`src/hdl/assert_macros.svh`:
```
// Assertion macros for the base-85 encoder top level.
`ifndef ASSERT_MACROS_SVH
`define ASSERT_MACROS_SVH
`ifndef SYNTH
`define B85_ASSERT_IMPL(lbl, clk, rst, ante, cons) \
  lbl: assert property (@(posedge clk) disable iff (rst) (ante) |-> (cons)) \
    else $error("same-cycle implication failed");
`define B85_ASSERT_NEXT(lbl, clk, rst, ante, cons) \
  lbl: assert property (@(posedge clk) disable iff (rst) (ante) |=> (cons)) \
    else $error("next-cycle implication failed");
`else
`define B85_ASSERT_IMPL(lbl, clk, rst, ante, cons)
`define B85_ASSERT_NEXT(lbl, clk, rst, ante, cons)
`endif
`endif

```
`src/hdl/b85_pkg.sv`:
```
// Types, constants and arithmetic helpers for the base-85 group encoder.
package b85_pkg;

  localparam int GroupChars = 5;
  localparam logic [6:0] CharOffset = 7'd33;
  localparam logic [31:0] Recip85 = 32'hC0C0C0C1;
  localparam int Recip85Shift = 38;

  typedef struct packed {
    logic [7:0] data_byte;
    logic       last_byte;
  } in_word_t;

  typedef struct packed {
    logic [6:0] out_char;
    logic       group_end;
    logic       stream_end;
  } out_word_t;

  typedef struct packed {
    logic [2:0] count;
    logic       stream_end;
  } meta_t;

  typedef struct packed {
    logic [31:0] value;
    meta_t       meta;
  } grp_t;

  typedef struct packed {
    logic [GroupChars-1:0][6:0] chars;
    meta_t                      meta;
  } dig_t;

  // Exact quotient by 85 for any 32-bit value, by reciprocal multiplication.
  function automatic logic [25:0] div85(input logic [31:0] v);
    logic [63:0] p;
    p = {32'd0, v} * {32'd0, Recip85};
    return p[Recip85Shift+25:Recip85Shift];
  endfunction

  // Remainder x - 85*q, where only the low seven bits of x and q matter.
  function automatic logic [6:0] rem85(input logic [6:0] x_lo, input logic [6:0] q_lo);
    logic [13:0] p;
    p = {7'd0, q_lo} * 14'd85;
    return x_lo - p[6:0];
  endfunction

endpackage

```
`src/hdl/b85_digit_pipe.sv`:
```
// Pipeline that splits a 32-bit group into five base-85 character codes.
module b85_digit_pipe (
  input  logic           clk,
  input  logic           rst,
  input  logic           grp_valid,
  input  b85_pkg::grp_t  grp,
  input  logic           move,
  output logic           grp_free,
  output logic           dig_valid,
  output b85_pkg::dig_t  dig
);

  logic [5:0]            vld;
  b85_pkg::meta_t        meta [0:5];
  logic [31:0]           v0;
  logic [25:0]           q1;
  logic [19:0]           q2;
  logic [12:0]           q3;
  logic [6:0]            q4;
  logic [6:0]            lo1;
  logic [6:0]            lo2;
  logic [6:0]            lo3;
  logic [6:0]            lo4;
  logic [6:0]            d4_s2;
  logic [6:0]            d4_s3;
  logic [6:0]            d4_s4;
  logic [6:0]            d3_s3;
  logic [6:0]            d3_s4;
  logic [6:0]            d2_s4;
  logic [25:0]           q2_full;
  logic [25:0]           q3_full;
  logic [25:0]           q4_full;
  logic [4:0][6:0]       chars;

  assign grp_free  = move || !vld[0];
  assign dig_valid = vld[5];
  assign dig.chars = chars;
  assign dig.meta  = meta[5];

  always_comb begin
    q2_full = b85_pkg::div85({6'd0, q1});
    q3_full = b85_pkg::div85({12'd0, q2});
    q4_full = b85_pkg::div85({19'd0, q3});
  end

  always_ff @(posedge clk) begin
    if (rst) begin
      vld <= '0;
    end else begin
      if (grp_free) begin
        vld[0] <= grp_valid;
      end
      if (move) begin
        vld[5:1] <= vld[4:0];
      end
    end
  end

  always_ff @(posedge clk) begin
    if (grp_free) begin
      v0      <= grp.value;
      meta[0] <= grp.meta;
    end
    if (move) begin
      q1    <= b85_pkg::div85(v0);
      lo1   <= v0[6:0];
      q2    <= q2_full[19:0];
      d4_s2 <= b85_pkg::rem85(lo1, q1[6:0]);
      lo2   <= q1[6:0];
      q3    <= q3_full[12:0];
      d3_s3 <= b85_pkg::rem85(lo2, q2[6:0]);
      d4_s3 <= d4_s2;
      lo3   <= q2[6:0];
      q4    <= q4_full[6:0];
      d2_s4 <= b85_pkg::rem85(lo3, q3[6:0]);
      d3_s4 <= d3_s3;
      d4_s4 <= d4_s3;
      lo4   <= q3[6:0];
      chars[0] <= q4 + b85_pkg::CharOffset;
      chars[1] <= b85_pkg::rem85(lo4, q4) + b85_pkg::CharOffset;
      chars[2] <= d2_s4 + b85_pkg::CharOffset;
      chars[3] <= d3_s4 + b85_pkg::CharOffset;
      chars[4] <= d4_s4 + b85_pkg::CharOffset;
      meta[1] <= meta[0];
      meta[2] <= meta[1];
      meta[3] <= meta[2];
      meta[4] <= meta[3];
      meta[5] <= meta[4];
    end
  end

endmodule

```
`src/hdl/base85_group_encoder_top.sv`:
```
// Top level of the base-85 group encoder: byte collection and character output.
// A group that the accepted byte completes or ends passes the pipeline's input register,
// its quotient and character stages, the held character set and the output register.
// Throughput: one byte per cycle in, one character per cycle out, while byte_stall and
// char_stall are low; a full group of four bytes gives five characters.
// Reset clears the held bytes, the pipeline valid bits and the output valid.
`include "assert_macros.svh"

module base85_group_encoder_top (
  input  logic                 clk,
  input  logic                 rst,
  input  logic                 byte_valid,
  output logic                 byte_stall,
  input  b85_pkg::in_word_t    byte_word,
  output logic                 char_valid,
  input  logic                 char_stall,
  output b85_pkg::out_word_t   char_word
);

  logic [23:0]           group_bytes;
  logic [1:0]            held_count;
  logic                  accept;
  logic                  emit;
  logic [31:0]           value;
  b85_pkg::grp_t         grp;
  logic                  grp_free;
  logic                  dig_valid;
  b85_pkg::dig_t         dig;
  logic                  move;
  logic                  busy;
  logic [2:0]            idx;
  logic [2:0]            cnt;
  logic                  send_end;
  logic [4:0][6:0]       chars;
  logic                  out_free;
  logic                  last_char;
  logic                  take;

  assign accept     = byte_valid && !byte_stall;
  assign byte_stall = !grp_free;
  assign emit       = (held_count == 2'd3) || byte_word.last_byte;
  assign value      = {group_bytes, byte_word.data_byte};

  always_comb begin
    case (held_count)
      2'd0:    grp.value = {value[7:0], 24'd0};
      2'd1:    grp.value = {value[15:0], 16'd0};
      2'd2:    grp.value = {value[23:0], 8'd0};
      default: grp.value = value;
    endcase
    grp.meta.count      = {1'b0, held_count} + 3'd2;
    grp.meta.stream_end = byte_word.last_byte;
  end

  b85_digit_pipe u_pipe (
    .clk       (clk),
    .rst       (rst),
    .grp_valid (accept && emit),
    .grp       (grp),
    .move      (move),
    .grp_free  (grp_free),
    .dig_valid (dig_valid),
    .dig       (dig)
  );

  assign out_free  = !char_valid || !char_stall;
  assign last_char = (idx == (cnt - 3'd1));
  assign take      = dig_valid && (!busy || (out_free && last_char));
  assign move      = !dig_valid || take;

  always_ff @(posedge clk) begin
    if (rst) begin
      group_bytes <= '0;
      held_count  <= '0;
      busy        <= 1'b0;
      char_valid  <= 1'b0;
    end else begin
      if (accept) begin
        if (emit) begin
          group_bytes <= '0;
          held_count  <= '0;
        end else begin
          group_bytes <= {group_bytes[15:0], byte_word.data_byte};
          held_count  <= held_count + 2'd1;
        end
      end
      if (out_free) begin
        char_valid <= busy;
      end
      if (take) begin
        busy <= 1'b1;
      end else if (busy && out_free && last_char) begin
        busy <= 1'b0;
      end
    end
  end

  always_ff @(posedge clk) begin
    if (out_free && busy) begin
      char_word.out_char   <= chars[idx];
      char_word.group_end  <= last_char;
      char_word.stream_end <= last_char && send_end;
    end
    if (take) begin
      idx      <= '0;
      cnt      <= dig.meta.count;
      send_end <= dig.meta.stream_end;
      chars    <= dig.chars;
    end else if (busy && out_free) begin
      idx <= idx + 3'd1;
    end
  end

  `B85_ASSERT_NEXT(a_flush_clears, clk, rst, accept && byte_word.last_byte, held_count == 2'd0)
  `B85_ASSERT_IMPL(a_idx_range, clk, rst, busy, idx < cnt)
  `B85_ASSERT_IMPL(a_take_after_last, clk, rst, take && busy, out_free && last_char)
  `B85_ASSERT_NEXT(a_digits_held, clk, rst, dig_valid && !take, dig_valid)

endmodule
```
`config.mk`:
```
export PLATFORM = sky130hd
export DESIGN_NAME = base85_group_encoder_top
export DESIGN_NICKNAME = d
export VERILOG_FILES = /design/src/hdl/b85_pkg.sv /design/src/hdl/b85_digit_pipe.sv /design/src/hdl/base85_group_encoder_top.sv
export VERILOG_INCLUDE_DIRS = /design/src /design/src/hdl
export SDC_FILE = /design/constraint.sdc
export NUM_CORES = 2
export LEC_CHECK = 0
export ABC_CLOCK_PERIOD_IN_PS = 9600
export BUFFER_PORTS_ARGS = -buffer_cell sky130_fd_sc_hd__buf_2
export CAP_MARGIN = 20
export CELL_PAD_IN_SITES_DETAIL_PLACEMENT = 0
export CELL_PAD_IN_SITES_GLOBAL_PLACEMENT = 1
export CORE_MARGIN = 3
export CORE_UTILIZATION = 40
export CTS_CLUSTER_SIZE = 30
export DETAILED_ROUTE_END_ITERATION = 7
export GPL_ROUTABILITY_DRIVEN = 0
export PLACE_DENSITY = 0.73
export SYNTH_ARGS = -nofsm -noshare
export SYNTH_HDL_FRONTEND = slang
export SYNTH_HIERARCHICAL = 1
export SYNTH_SLANG_ARGS = --single-unit
```
`constraint.sdc`:
```
create_clock -name clk -period 9.6 [get_ports clk]
set_input_delay 0.48 -clock clk [delete_from_list [all_inputs] [get_ports clk]]
set_output_delay 0.48 -clock clk [all_outputs]
set_load 0.05 [all_outputs]
```
Word-level counts from Yosys, hierarchy flattened
Memory sizes are Yosys's and may differ from the RTL's. A register that Yosys moved wholly into a read port is not among the register bits.
Cells that the tools add are included.
{"block": "op_classes", "n_addsub": 13, "mul": 8, "order_cmp": 1, "n_eq_ne": 4, "n_mux": 11, "n_reduce_logical": 20}
{"operator": "32-bit case mux with 3 select lines", "n": 1}
{"operator": "32-bit by 32-bit multiplier with 64-bit output, second input constant", "n": 1}
{"operator": "26-bit by 32-bit multiplier with 58-bit output, second input constant", "n": 1}
{"operator": "20-bit by 32-bit multiplier with 51-bit output, second input constant", "n": 1}
{"operator": "13-bit by 32-bit multiplier with 45-bit output, second input constant", "n": 1}
{"operator": "7-bit by 6-bit adder with 7-bit output, second input constant", "n": 5}
{"operator": "7-bit by 7-bit multiplier with 7-bit output, second input constant", "n": 4}
{"operator": "7-bit subtractor", "n": 4}
{"operator": "24-bit 2-to-1 mux", "n": 1}
{"operator": "7-bit binary-select mux with 3-bit select", "n": 1}
{"operator": "1-bit logical AND", "n": 7}
{"operator": "7-bit 2-to-1 mux", "n": 1}
{"operator": "1-bit logical NOT", "n": 6}
{"operator": "1-bit 2-to-1 mux", "n": 6}
{"operator": "1-bit logical OR", "n": 5}
{"operator": "2-bit equality test, second input constant", "n": 2}
{"operator": "3-bit by 4-bit < comparator with 1-bit output, second input constant", "n": 1}
{"operator": "2-bit by 2-bit adder with 3-bit output, second input constant", "n": 1}
{"operator": "3-bit by 1-bit adder with 3-bit output, second input constant", "n": 1}
{"operator": "3-bit equality test", "n": 1}
{"operator": "3-bit by 1-bit subtractor with 3-bit output, second input constant", "n": 1}
{"operator": "2-bit by 1-bit adder with 2-bit output, second input constant", "n": 1}
{"operator": "2-bit by 1-bit equality test with 1-bit output, second input constant", "n": 1}
{"operator": "2-bit logical NOT", "n": 1}
{"operator": "2 further kinds", "n": 2}
{"block": "word_totals", "register_bits": 284, "ram_bits": 24, "inputBits": 13, "output_inout_bits": 11, "word_cells": 93, "n_memories": 1}
{"name": "u_pipe.meta", "words": 6, "width": 4, "rd": 6, "rd_clocked_by_memory_dff": 1, "wr": 6, "line_no": "b85_digit_pipe.sv:14", "rtl": "b85_pkg::meta_t meta [0:5];"}

Logic depth before layout (Yosys ltp)
{"block": "depth", "word_depth": 9, "mapped_depth": 25, "mapped_depth_nobuf": 25}

Hierarchy
Netlist, hierarchy kept.
{"mod": "b85_digit_pipe", "instances": 1, "cells_each": 2857, "area_per_inst_um2": 31631.6, "seq_area_each_um2": 6936.7}
{"mod": "base85_group_encoder_top", "instances": 1, "cells_each": 305, "area_per_inst_um2": 3534.6, "seq_area_each_um2": 2062.0}

Worst setup path before layout
Ideal clock, no wire load.
{"block": "synth_path", "path_type": "reg-to-reg", "startpoint": "reg cnt[0] (read register of u_pipe.meta)", "endpoint": "reg group_bytes[10]", "setup_time_ns": 0.128, "t_arrival_ns": 7.958, "required_time_ns": 9.472, "slack_ns": 1.514, "stages_incl_launch_ff": 12, "path_buffers": 2, "synth_period_minus_slack_ns": 8.086, "cell_sequence": "edfxtp_1 > inv_1 > ha_1 > xor3_2 > o41ai_2 > or2_1 > clkbuf_1 > nand2b_1 > nand2_1 > clkbuf_1 > a22oi_1 > nor2_1"}
{"block": "synth_via", "elab_chain_len": 8}
{"element": "start: declaration", "line_no": "base85_group_encoder_top.sv:32", "rtl": "logic [2:0] cnt;"}
{"element": "3-bit by 1-bit subtractor with 3-bit output", "line_no": "base85_group_encoder_top.sv:67", "rtl": "assign last_char = (idx == (cnt - 3'd1));"}
{"element": "3-bit equality test", "line_no": "base85_group_encoder_top.sv:67"}
{"element": "1-bit logical AND", "line_no": "base85_group_encoder_top.sv:68", "rtl": "assign take = dig_valid && (!busy || (out_free && last_char));"}
{"element": "1-bit logical OR", "line_no": "base85_group_encoder_top.sv:68"}
{"element": "1-bit logical AND", "line_no": "base85_group_encoder_top.sv:68"}
{"element": "1-bit logical OR", "line_no": "base85_group_encoder_top.sv:69", "rtl": "assign move = !dig_valid || take;"}
{"element": "via move", "line_no": "base85_group_encoder_top.sv:29", "rtl": "logic move;"}
{"element": "1-bit logical OR", "line_no": "b85_digit_pipe.sv:35", "rtl": "assign grp_free = move || !vld[0];"}
{"element": "via grp_free", "line_no": "base85_group_encoder_top.sv:26", "rtl": "logic grp_free;"}
{"element": "1-bit logical AND", "line_no": "base85_group_encoder_top.sv:39", "rtl": "assign accept = byte_valid && !byte_stall;"}
{"element": "end signal: assignment", "line_no": "base85_group_encoder_top.sv:83", "rtl": "group_bytes <= {group_bytes[15:0], byte_word.data_byte};"}
{"element": "end: declaration", "line_no": "base85_group_encoder_top.sv:20", "rtl": "logic [23:0] group_bytes;"}
The timed path passes the listed nets, and every way through them passes these cells.
A chain may end at the register's enable or synchronous reset.

Final worst setup path
{"block": "layout_path", "startpoint": "reg u_pipe.v0[6]", "endpoint": "reg u_pipe.q1[25], data pin"}
{"block": "layout_via", "elab_chain_len": 1}
{"element": "start: declaration", "line_no": "b85_digit_pipe.sv:15", "rtl": "logic [31:0] v0;"}
{"element": "start signal: assignment", "line_no": "b85_digit_pipe.sv:61", "rtl": "v0 <= grp.value;"}
{"element": "32-bit by 32-bit multiplier with 64-bit output", "line_no": "b85_pkg.sv:38", "rtl": "p = {32'd0, v} * {32'd0, Recip85};"}
{"element": "end signal: assignment", "line_no": "b85_digit_pipe.sv:65", "rtl": "q1 <= b85_pkg::div85(v0);"}
{"element": "end: declaration", "line_no": "b85_digit_pipe.sv:16", "rtl": "logic [25:0] q1;"}
No other way between the ends.

==> reports/results.tsv <==
stage	metric	value	unit
outcome	outcome	finished, final reports clean	
sta	clock-skew-final	0.0209	ns
floorplanning	initial_core_util	40.4	%
routing	viasPerCell	4.94	
routing	wl	77000	um
critical_path	critPathLaunchType	flop	
routing	dr.pass1.iters	5	
critical_path	required	9.89	ns
synthesis	syn_nets	4344	
critical_path	crit_path_max_fanout	4	
synthesis	synth_area_per_cell	11.1	um^2
sta	final-hold-violation-count	0	
sta	setup_viol	0	
critical_path	critPathBufInv	4	
critical_path	max_stage_delay	0.55	ns
clock_tree	cts_made_buffers	37	
floorplanning	ioPinCount	24	
synthesis	synthesis.area	35200	um^2
grt	grt_pass1_vias	22400	
sta	worstMarginPinSlew	1.14	ns
job	max-cap-violations	0	
placed_design	dp.cells	4318	
critical_path	crit_path_end_kind	flop	
clock_tree	clockBufferDepth	3	
sta	fin_crit_sh	73.8	%
sta	timing.setup.tns	0	ns
synthesis	synth-edff-count	275	
synthesis	synthMuxAreaShare	0.829	%
clock_tree	hold_buffers	0	
critical_path	cp_top_family	adder cells	
sta	rsz0062_at_grt	no	
finish	nets	4384	
clock_tree	cts_tree	yes	
synthesis	syn_inst	3162	
sta	drv_slew	0	
min_path	min_path_type	in -> reg	
synthesis	ys_seq_area_share	25.6	%
grt	grt_antenna_before_repair	1	
placed_design	postPlaceCellArea	36700	um^2
finish	fillCellCount	8242	
synthesis	synthArstFlopShare	0	%
grt	grt_max_degree	170	
synthesis	ys_ff_latch	312	
routing	drtIter0Drc	1283	
synthesis	yosys_warnings	6	
routing	ant_nets	0	
clock_tree	postCtsSetupBuffers	0	
critical_path	worstSetupPathType	reg -> reg	
grt	gr-total-overflow	0	
floorplanning	fp.dieH	303	um
routing	vias	21700	
floorplanning	coreArea	87000	um^2
critical_path	worst_path_max_delay_cell	fa_1	
finish	instances_no_fill	4385	
placed_design	dp.final_hpwl	66200	um
synthesis	synth_top_cell_by_area	ha_1	
critical_path	crit_chain	ha_1, ha_1, inv_1, fa_1, inv_1, fa_1, inv_1, fa_1, fa_1, fa_1, inv_1, ha_1, ha_1, and3_1, and2_1, and3_1, and3_1, o211ai_1, a21oi_1, o21bai_2, a31oi_1, a31oi_1, o31ai_1, xnor2_1	
critical_path	worstPathArrival	7.37	ns
sta	fmax	0.141	GHz
sta	slew_headroom	22.8	%
grt	track_usage	17.3	%
floorplanning	dieArea	91500	um^2
finish	layout-drive-gt1-share	3.62	%
placed_design	place.port_buffers	23	
clock_tree	postCtsResizedCells	0	
clock_tree	cts_sinks	312	
floorplanning	core.rowCount	108	
finish	syn_to_final_growth	7.93	%
grt	grt_pass1_wl	123000	um
finish	multi_input_area	23200	um^2
synthesis	synthXorXnorAreaFrac	3.77	%
synthesis	synth_top_family_by_area	adder cells	
clock_tree	htree_levels	2	
synthesis	synth-compound-area-share	7.62	%
synthesis	ys_top_cells_by_area	ha_1 29%, edfxtp_1 23%, fa_1 20%	
synthesis	synth_simple_gate_area_share	4.37	%
synthesis	synth_top_area_share	28.8	%
clock_tree	clock-root-buffer	clkbuf_16	
sta	min_period	7.08	ns
finish	fin_util	43.6	%
routing	wl_per_cell	17.6	um
finish	design_area	38000	um^2
floorplanning	die_w	303	um
clock_tree	clock_latency	0.56	ns
synthesis	synthAdderAreaFrac	49.3	%
critical_path	crit_top_cell	fa_1	
finish	seqCellArea	9000	um^2
synthesis	synthFlopType	edfxtp_1	
synthesis	synth_cell_types	78	
clock_tree	clkSlewWorstSetupHoldPaths	0.06	ns
routing	drc	0	
## cells in the mapped netlist, drive strengths merged (10+ instances only)
cell and instances:
ha 810, inv 772, fa 359, edfxtp 275, a21oi 112, xnor2 108, a21o 82, nand2 81
nor2 71, o21ai 61, xor2 39, dfxtp 37, a22oi 34, nand3 29, mux2i 28, nor3 21
nand4 20, and2 18, clkbuf 18, nor2b 18, and3 16, nand2b 14, a31oi 12, o21bai 12
a211oi 10
## cell families (layout without fill, tap and decap cells)
kind of cell	Yosys count	in the layout
other cells	0	1
fa+ha+maj	1169	1169
compound gates	399	399
flops	312	312
simple gates	306	306
buf+inv	799	866
mux	29	29
xor+xnor	148	148
## cell type report
cell class | count | area share (%)
diodes | 1 | 0.00659
clock buffers | 45 | 2.60
clock inverters | 21 | 0.738
inverters | 772 | 7.63
multi-input cells | 2051 | 61.1
flip-flops and latches | 312 | 23.7
well taps | 1155 | 3.81
repair buffers | 28 | 0.435
## path summary, 6_finish.rpt
kind                   start              end  cells after the start  slack [ns]
max             u_pipe/v0[6]    u_pipe/q1[25]                     24        2.52
min             byte_word[2]   group_bytes[1]                      3        0.23
max reg2reg     u_pipe/v0[6]    u_pipe/q1[25]                     24        2.52
min reg2reg  u_pipe/d4_s3[1]  u_pipe/d4_s4[1]                      0        0.41
## registers in the layout, summed over array words and instances, names as in the netlist, 9 cells and up
name / flops
group_bytes: 24
chars: 35
u_pipe/q2: 20
u_pipe/v0: 32
char_word: 9
u_pipe/q1: 26
u_pipe/meta: 24
u_pipe/q3: 13
u_pipe/dig: 35
## per-stage QoR
step	worst slack, ns	hold slack, ns
after floorplan	1.51	0.400
after global placement	2.61	0.401
after detailed placement	2.53	0.405
after CTS	2.51	0.193
after global routing	2.06	0.204
final	2.52	0.235
## worst register-to-register path, stage by stage, from the launching register on
cell      delay [ns]
edfxtp_1        0.47
ha_1            0.34
ha_1            0.31
inv_1           0.06
fa_1            0.49
inv_1           0.05
fa_1            0.51
inv_1           0.06
fa_1            0.51
fa_1            0.52
fa_1            0.55
inv_1           0.04
ha_1            0.28
ha_1            0.31
and3_1          0.20
and2_1          0.15
and3_1          0.19
and3_1          0.17
o211ai_1        0.12
a21oi_1         0.35
o21bai_2        0.16
a31oi_1         0.33
a31oi_1         0.23
o31ai_1         0.33
xnor2_1         0.10
## metal layers
layer / routed length (um) / vias up / share of wire (%) / track usage (%)
li1: - / 10600 / - / -
met1: 35000 / 10500 / 45 / 23.5
met2: 36500 / 358 / 47 / 29.0
met3: 2870 / 126 / 3.7 / 2.08
met4: 2640 / 0 / 3.4 / 5.71
met5: 0 / - / 0 / 0
## cell usage in the layout, fill, tap and decap left out, drive strengths merged, types with 20 or more instances in the layout
cell type	count
ha	810
inv	776
fa	359
edfxtp	275
a21oi	112
xnor2	108
a21o	82
nand2	81
nor2	71
o21ai	61
clkbuf	45
xor2	39
dfxtp	37
a22oi	34
nand3	29
mux2i	28
buf	28
nor3	21
nand4	20
Power is not shown: default switching activity piles up to over one toggle a cycle in this logic, so the estimate is an artifact.
